`src/rtl/lfp_pkg.sv`:
```
// ---------------------------------------------------------------------------
// lfp_pkg: shared types and constants for the lidar frame parser
// Frame positions, status codes and the result bundle passed between the
// parser core and the top level.
// ---------------------------------------------------------------------------
`default_nettype none

package lfp_pkg;

  localparam int unsigned FRAME_BYTES = 9;
  localparam int unsigned POS_W       = 4;

  typedef logic [POS_W-1:0] pos_t;

  // frame byte positions
  localparam pos_t POS_HDR0  = 4'd0;
  localparam pos_t POS_HDR1  = 4'd1;
  localparam pos_t POS_DIST0 = 4'd2;
  localparam pos_t POS_DIST1 = 4'd3;
  localparam pos_t POS_STR0  = 4'd4;
  localparam pos_t POS_STR1  = 4'd5;
  localparam pos_t POS_QUAL  = 4'd6;
  localparam pos_t POS_SPARE = 4'd7;
  localparam pos_t POS_CSUM  = 4'd8;

  localparam logic [7:0] HEADER_RESET = 8'h59;
  localparam logic [7:0] RELIABLE_A   = 8'd7;
  localparam logic [7:0] RELIABLE_B   = 8'd8;

  typedef logic [1:0] status_t;
  localparam status_t STATUS_OK         = 2'd0;
  localparam status_t STATUS_UNRELIABLE = 2'd1;
  localparam status_t STATUS_BAD_SUM    = 2'd2;

  typedef struct packed {
    logic          emit;
    logic [15:0]   distance_cm;
    logic [15:0]   strength;
    status_t       status;
  } lfp_result_t;

endpackage

`default_nettype wire

```
`src/rtl/lfp_frame_core.sv`:
```
// ---------------------------------------------------------------------------
// lfp_frame_core: frame state and per-byte decode
// Holds the byte position, running checksum and payload being built; decodes
// one byte per step and reports a result on the checksum byte.
// ---------------------------------------------------------------------------
`default_nettype none

module lfp_frame_core (
  input  wire logic                clk,
  input  wire logic                rst_n,
  input  wire logic                step,
  input  wire logic [7:0]          rx_byte,
  input  wire logic [7:0]          header_value,
  output lfp_pkg::lfp_result_t     result
);
  import lfp_pkg::*;

  pos_t        pos_r, pos_nxt, pos_eff;
  logic [7:0]  sum_r, sum_nxt;
  logic [15:0] dist_r, dist_nxt;
  logic [15:0] str_r, str_nxt;
  logic [7:0]  qual_r, qual_nxt;
  logic [7:0]  sum_add;

  // out-of-range position falls back to header hunting
  assign pos_eff = (pos_r > POS_CSUM) ? POS_HDR0 : pos_r;
  assign sum_add = sum_r + rx_byte;

  always_comb begin
    pos_nxt  = pos_eff + 4'd1;
    sum_nxt  = sum_add;
    dist_nxt = dist_r;
    str_nxt  = str_r;
    qual_nxt = qual_r;

    result.emit        = 1'b0;
    result.distance_cm = dist_r;
    result.strength    = str_r;
    result.status      = STATUS_OK;

    case (pos_eff)
      POS_HDR0: begin
        if (rx_byte == header_value) begin
          sum_nxt = rx_byte;
        end else begin
          pos_nxt = POS_HDR0;
          sum_nxt = sum_r;
        end
      end
      POS_HDR1: begin
        if (rx_byte != header_value) begin
          pos_nxt = POS_HDR0;
          sum_nxt = sum_r;
        end
      end
      POS_DIST0: dist_nxt = {8'h00, rx_byte};
      POS_DIST1: dist_nxt = {rx_byte, dist_r[7:0]};
      POS_STR0:  str_nxt  = {8'h00, rx_byte};
      POS_STR1:  str_nxt  = {rx_byte, str_r[7:0]};
      POS_QUAL:  qual_nxt = rx_byte;
      POS_SPARE: ;
      default: begin
        // checksum byte: close the frame
        pos_nxt     = POS_HDR0;
        sum_nxt     = 8'h00;
        result.emit = 1'b1;
        if (sum_r != rx_byte) begin
          result.distance_cm = 16'h0000;
          result.strength    = 16'h0000;
          result.status      = STATUS_BAD_SUM;
        end else if (qual_r inside {RELIABLE_A, RELIABLE_B}) begin
          result.status = STATUS_OK;
        end else begin
          result.status = STATUS_UNRELIABLE;
        end
      end
    endcase
  end

  always_ff @(posedge clk) begin
    if (!rst_n) begin
      pos_r  <= POS_HDR0;
      sum_r  <= 8'h00;
      dist_r <= 16'h0000;
      str_r  <= 16'h0000;
      qual_r <= 8'h00;
    end else if (step) begin
      pos_r  <= pos_nxt;
      sum_r  <= sum_nxt;
      dist_r <= dist_nxt;
      str_r  <= str_nxt;
      qual_r <= qual_nxt;
    end
  end

endmodule

`default_nettype wire

```
`src/rtl/lidar_frame_parser_top.sv`:
```
// ---------------------------------------------------------------------------
// lidar_frame_parser_top: 9-byte lidar serial frame parser
// Hunts for two header bytes, gathers distance, strength and reliability,
// checks the 8-bit sum and emits one result per complete frame.
// ---------------------------------------------------------------------------
//
//  Channel  | Ports                                         | Direction
//  ---------+-----------------------------------------------+----------
//  input    | in_valid, in_stall, in_rx_byte                | in
//  result   | out_valid, out_stall, out_distance_cm,        | out
//           | out_strength, out_status                      |
//  config   | cfg_wr_en, cfg_wr_data (header byte)          | in
//
//  One byte is taken per cycle when nothing downstream is blocked.
//  A byte is registered in the input register and decoded from there; a
//  result is loaded into the output register as its checksum byte is
//  decoded.
//  The input register is held only when it carries a checksum byte and the
//  output register still holds an untaken result; other bytes pass freely.
//  Synchronous active-low reset clears the frame state, both valid flags and
//  restores the header byte to 0x59.
//
`default_nettype none

module lidar_frame_parser_top (
  input  wire logic                clk,
  input  wire logic                rst_n,
  input  wire logic                in_valid,
  output      logic                in_stall,
  input  wire logic [7:0]          in_rx_byte,
  output      logic                out_valid,
  input  wire logic                out_stall,
  output      logic [15:0]         out_distance_cm,
  output      logic [15:0]         out_strength,
  output      lfp_pkg::status_t    out_status,
  input  wire logic                cfg_wr_en,
  input  wire logic [7:0]          cfg_wr_data
);
  import lfp_pkg::*;

  logic [7:0]  header_r;
  logic        in_vld_r, in_vld_nxt;
  logic [7:0]  in_byte_r;
  logic        in_take;
  logic        advance;
  logic        out_free;
  logic        out_vld_r, out_vld_nxt;
  logic [15:0] out_dist_r;
  logic [15:0] out_str_r;
  status_t     out_status_r;
  lfp_result_t result;

  // header byte register, written directly from the configuration port
  always_ff @(posedge clk) begin
    if (!rst_n) begin
      header_r <= HEADER_RESET;
    end else if (cfg_wr_en) begin
      header_r <= cfg_wr_data;
    end
  end

  // output slot is free when empty or being drained this cycle
  assign out_free = !out_vld_r || !out_stall;

  // decode the held byte unless it would emit into a blocked output slot
  assign advance  = in_vld_r && (!result.emit || out_free);

  // hold the input transaction only while the held byte cannot move on
  assign in_stall = in_vld_r && !advance;
  assign in_take  = in_valid && !in_stall;

  always_comb begin
    in_vld_nxt = in_vld_r;
    if (in_take) begin
      in_vld_nxt = 1'b1;
    end else if (advance) begin
      in_vld_nxt = 1'b0;
    end
  end

  always_ff @(posedge clk) begin
    if (!rst_n) begin
      in_vld_r <= 1'b0;
    end else begin
      in_vld_r <= in_vld_nxt;
    end
  end

  always_ff @(posedge clk) begin
    if (in_take) begin
      in_byte_r <= in_rx_byte;
    end
  end

  lfp_frame_core u_core (
    .clk          (clk),
    .rst_n        (rst_n),
    .step         (advance),
    .rx_byte      (in_byte_r),
    .header_value (header_r),
    .result       (result)
  );

  // result register: load on a frame close, drop once the transaction is taken
  always_comb begin
    out_vld_nxt = out_vld_r;
    if (advance && result.emit) begin
      out_vld_nxt = 1'b1;
    end else if (!out_stall) begin
      out_vld_nxt = 1'b0;
    end
  end

  always_ff @(posedge clk) begin
    if (!rst_n) begin
      out_vld_r <= 1'b0;
    end else begin
      out_vld_r <= out_vld_nxt;
    end
  end

  always_ff @(posedge clk) begin
    if (advance && result.emit) begin
      out_dist_r   <= result.distance_cm;
      out_str_r    <= result.strength;
      out_status_r <= result.status;
    end
  end

  assign out_valid       = out_vld_r;
  assign out_distance_cm = out_dist_r;
  assign out_strength    = out_str_r;
  assign out_status      = out_status_r;

  // ---------------------------------------------------------------------------
  // Assertions
  // ---------------------------------------------------------------------------

  // the status code never takes the unused value
  a_status_known: assert property (@(posedge clk) disable iff (!rst_n)
    out_vld_r |-> (out_status_r == STATUS_OK || out_status_r == STATUS_UNRELIABLE ||
                   out_status_r == STATUS_BAD_SUM))
    else $error("result status outside defined codes");

  // a checksum failure carries zeroed measurement values
  a_bad_sum_zero: assert property (@(posedge clk) disable iff (!rst_n)
    (out_vld_r && out_status_r == STATUS_BAD_SUM) |->
      (out_dist_r == 16'h0000 && out_str_r == 16'h0000))
    else $error("checksum failure with non-zero payload");

  // input is held back only for a checksum byte facing a blocked output
  a_stall_cause: assert property (@(posedge clk) disable iff (!rst_n)
    in_stall |-> (in_vld_r && result.emit && out_vld_r && out_stall))
    else $error("input stalled without a blocked result");

  // a stalled input byte is still held on the next cycle
  a_hold_byte: assert property (@(posedge clk) disable iff (!rst_n)
    in_stall |=> in_vld_r)
    else $error("held input byte lost");

endmodule

`default_nettype wire

```
`config.mk`:
```
export PLATFORM = sky130hd
export DESIGN_NAME = lidar_frame_parser_top
export DESIGN_NICKNAME = d
export VERILOG_FILES = /design/src/rtl/lfp_pkg.sv /design/src/rtl/lfp_frame_core.sv /design/src/rtl/lidar_frame_parser_top.sv
export SDC_FILE = /design/constraint.sdc
export NUM_CORES = 1
export LEC_CHECK = 0
export ABC_AREA = 1
export CAP_MARGIN = 20
export CORE_MARGIN = 2
export CORE_UTILIZATION = 25
export CTS_BUF_LIST = sky130_fd_sc_hd__clkbuf_2 sky130_fd_sc_hd__clkbuf_4 sky130_fd_sc_hd__clkbuf_8
export DETAILED_ROUTE_END_ITERATION = 6
export DONT_BUFFER_PORTS = 1
export MAX_ROUTING_LAYER = met4
export PLACE_DENSITY = 0.47
export SLEW_MARGIN = 20
export SYNTH_ARGS = -nofsm -noshare
export SYNTH_HDL_FRONTEND = slang
export SYNTH_SLANG_ARGS = --single-unit
export TNS_END_PERCENT = 20
```
`constraint.sdc`:
```
create_clock -name clk -period 2.6 [get_ports clk]
set_input_delay 0.52 -clock clk [delete_from_list [all_inputs] [get_ports clk]]
set_output_delay 0.52 -clock clk [all_outputs]
set_load 0.01 [all_outputs]
```
==> impl_metrics.py <==
metrics = {
    "routing": {
        "dr_total_vias": 3296,
        "avgRoutedWirePerCell_microns": 13.9,
        "wl_mm": 10.6,
        "antenna_left": 0,
        "avgViaCountPerCell": 4.31,
        "drt_iter0_markers": 223,
        "drt-pass1-iter-count": 4,
        "route.detailed.drc": 0,
    },
    "grt": {
        "grt.busiest_layer": "met2",
        "grt_use_met1": 0.153,
        "use_met3": 0.0287,
        "grt_pass1_wl_mm": 17.5,
        "grt_pass1_vias": 3347,
        "antenna_found_initial": 0,
        "met2_usage": 0.185,
        "grt_max_degree": 35,
        "grt_overflow": 0,
        "grt_use_total": 0.119,
    },
    "finish": {
        "fillers": 1949,
        "nets": 564,
        "drive_gt1_frac": 0.0821,
        "multi_input_area_sq_mm": 0.00169,
        "syn2layout_area_growth_pct": 10.8,
        "seqCellArea_sq_mm": 0.00250,
        "design_area_sq_mm": 0.00504,
        "diodes": 0,
    },
    "cts": {
        "cts_hold_buf": 0,
        "cts-root-buf": "clkbuf_8",
        "cts_resized": 0,
        "ctsLongestPathBuffers": 2,
        "cts.clk_slew.worst_paths_ns": 0.10,
        "clk_latency_ns": 0.38,
        "cts_made_buffers": 9,
        "postCtsSetupBuffers": 0,
        "cts_tree": "built",
        "htree_levels": 3,
        "clock-sinks": 104,
    },
    "synthesis": {
        "synth_compound_area_frac": 0.103,
        "ys_seq_area_frac": 0.550,
        "synth.cell_area_sq_mm": 0.00455,
        "mappedNetlistNets": 557,
        "synthAdderAreaFrac": 0.0346,
        "synth_area_per_cell_sq_um": 8.68,
        "netlist_instances": 524,
        "synthMuxAreaShare": 0,
        "ys.flop_type": "dfxtp_1",
        "synth_top_family_by_area": "simple AND/OR/NAND/NOR gates",
        "synth_top_area_share": 0.277,
        "synth.most_common_cell": "nand2_1",
        "synth_seq_cells": 104,
        "synthSimpleGateAreaFrac": 0.209,
        "synth_top_cell_by_area": "edfxtp_1",
        "yosys-top-cells-count": "120 x nand2_1, 70 x inv_1, 62 x dfxtp_1, 57 x a21oi_1, 56 x nor2_1",
        "synth.area.top_cells": "edfxtp_1 28%, dfxtp_1 27%, nand2_1 9.9%, a21oi_1 6.3%, inv_1 5.8%",
        "synth_edf_count": 42,
        "synth_cell_types": 34,
        "synthXorXnorAreaFrac": 0.0231,
        "ys_async_sr_fraction": 0,
        "synth_warnings": 0,
    },
    "setup_path": {
        "worstSetupPathType": "reg -> out",
        "crit_arrival_ns": 1.59,
        "cp-end-kind": "primary output",
        "cp_max_fo": 7,
        "required_ns": 2.08,
        "critPathLaunchType": "register",
    },
    "floorplan": {
        "ios": 57,
        "die_y_microns": 139,
        "core_sq_mm": 0.0179,
        "die_w_microns": 139,
        "dieArea_sq_mm": 0.0193,
        "num_rows": 49,
        "start_util": 0.254,
    },
    "place": {
        "gp_congestion": 0.830,
        "io_buffers": 0,
        "dp_hpwl_mm": 7.47,
        "dpl_cell_area_sq_mm": 0.00484,
    },
    "power": {
        "powerDensity_mw_per_mm2": 593,
        "worst_ir_drop_vdd_v": 0.000269,
        "p_leak_uw": 0.00190,
    },
    "job": {
        "max_cap_viol_count": 0,
    },
    "sta": {
        "worst_pin_slew_ns": 0.534,
        "min_period_ns": 2.11,
        "post-route-period-util": 0.813,
        "hold_viol": 0,
        "relSlewSlack": 0.644,
        "fin_skew_ns": 0.0170,
        "setup_viol": 0,
        "slew_violations": 0,
        "rsz0062_at_grt": "no",
        "max_freq_mhz": 473,
        "setup-tns-final_ns": 0,
    },
    "run_status": {
        "status": "complete, no violations",
    },
    "worst_hold_path": {
        "hold_path_class": "in -> reg",
    },
}
==> final timing paths <==
kind / slack (ns) / depth (start not counted) / from / end
worst min-delay path: 0.24 / 0 / in_rx_byte[6] / in_byte_r[6]
worst max-delay path: 0.49 / 6 / u_core.pos_r[3] / in_stall
worst max register to register: 0.51 / 12 / u_core.pos_r[1] / u_core.sum_r[6]
worst min register to register: 0.45 / 2 / u_core.str_r[0] / u_core.str_r[0]
==> worst max-delay path, stage by stage (launching register included) <==
cell,delay [ns]
dfxtp_1,0.39
inv_2,0.10
nor2_2,0.14
nand2_4,0.11
inv_4,0.10
nand2_4,0.07
nor2_1,0.30
==> area by class of cell <==
type / instances / area share
inverter: 73 / 0.0564
clock inverter: 6 / 0.0134
sequential: 104 / 0.497
multi-input combinational: 332 / 0.334
tap: 229 / 0.0569
timing repair buffer: 11 / 0.0164
clock buffer: 10 / 0.0261
==> state kept, by name, indices dropped and copies added (netlist names) <==
signal and cells:
u_core.qual_r 8, out_strength 16, out_status 2, u_core.str_r 16, u_core.dist_r 16, out_valid 1, header_r 8, out_distance_cm 16
u_core.pos_r 4, in_byte_r 8, u_core.sum_r 8, in_vld_r 1
==> power breakdown <==
group / internal (uW) / switching, uW / total [uW]
clock: 464 / 581 / 1040
combinational: 68.5 / 132 / 200
sequential: 1720 / 26.2 / 1740
==> routing by layer <==
metal / vias to the layer above / wire length [microns] / share of wire
met5: - / 0 / 0
met4: 0 / 175 / 0.016
met3: 13 / 285 / 0.027
met2: 72 / 4840 / 0.46
met1: 1521 / 5320 / 0.50
li1: 1690 / - / -
==> per-stage QoR <==
step / util / setup slack, ns / hold slack [ns] / std cells / power, uW
2_1_floorplan: - / 0.555 / 0.429 / 524 / 1920
3_3_place_gp: 0.270 / 0.600 / 0.438 / 749 / 1980
4_1_cts: 0.282 / 0.441 / 0.208 / 765 / 3040
6_report: 0.282 / 0.486 / 0.240 / 765 / 2990
3_5_place_dp: 0.270 / 0.571 / 0.444 / 749 / 1980
5_1_grt: 0.282 / 0.245 / 0.206 / 765 / 3140
==> cells by family after synthesis <==
logic type,Yosys count
compound gates,91
xor+xnor,12
fa+ha+maj,12
buf+inv,88
flops,104
simple gates,217
==> placed cells by master (no fill, tap or decap), types with 3 or more instances in the layout <==
| cell | n |
|---|---|
| o21ai_1 | 4 |
| xnor2_1 | 9 |
| dfxtp_1 | 62 |
| nand3_1 | 23 |
| nor2_2 | 3 |
| nor2_1 | 55 |
| a21oi_1 | 57 |
| buf_4 | 11 |
| nand2_1 | 120 |
| nand2_4 | 4 |
| nor2_4 | 3 |
| ha_1 | 11 |
| clkbuf_8 | 9 |
| edfxtp_1 | 42 |
| inv_1 | 70 |
| o21ai_0 | 25 |
| xor2_1 | 3 |
No activity file was read; power rests on OpenSTA's default activity.
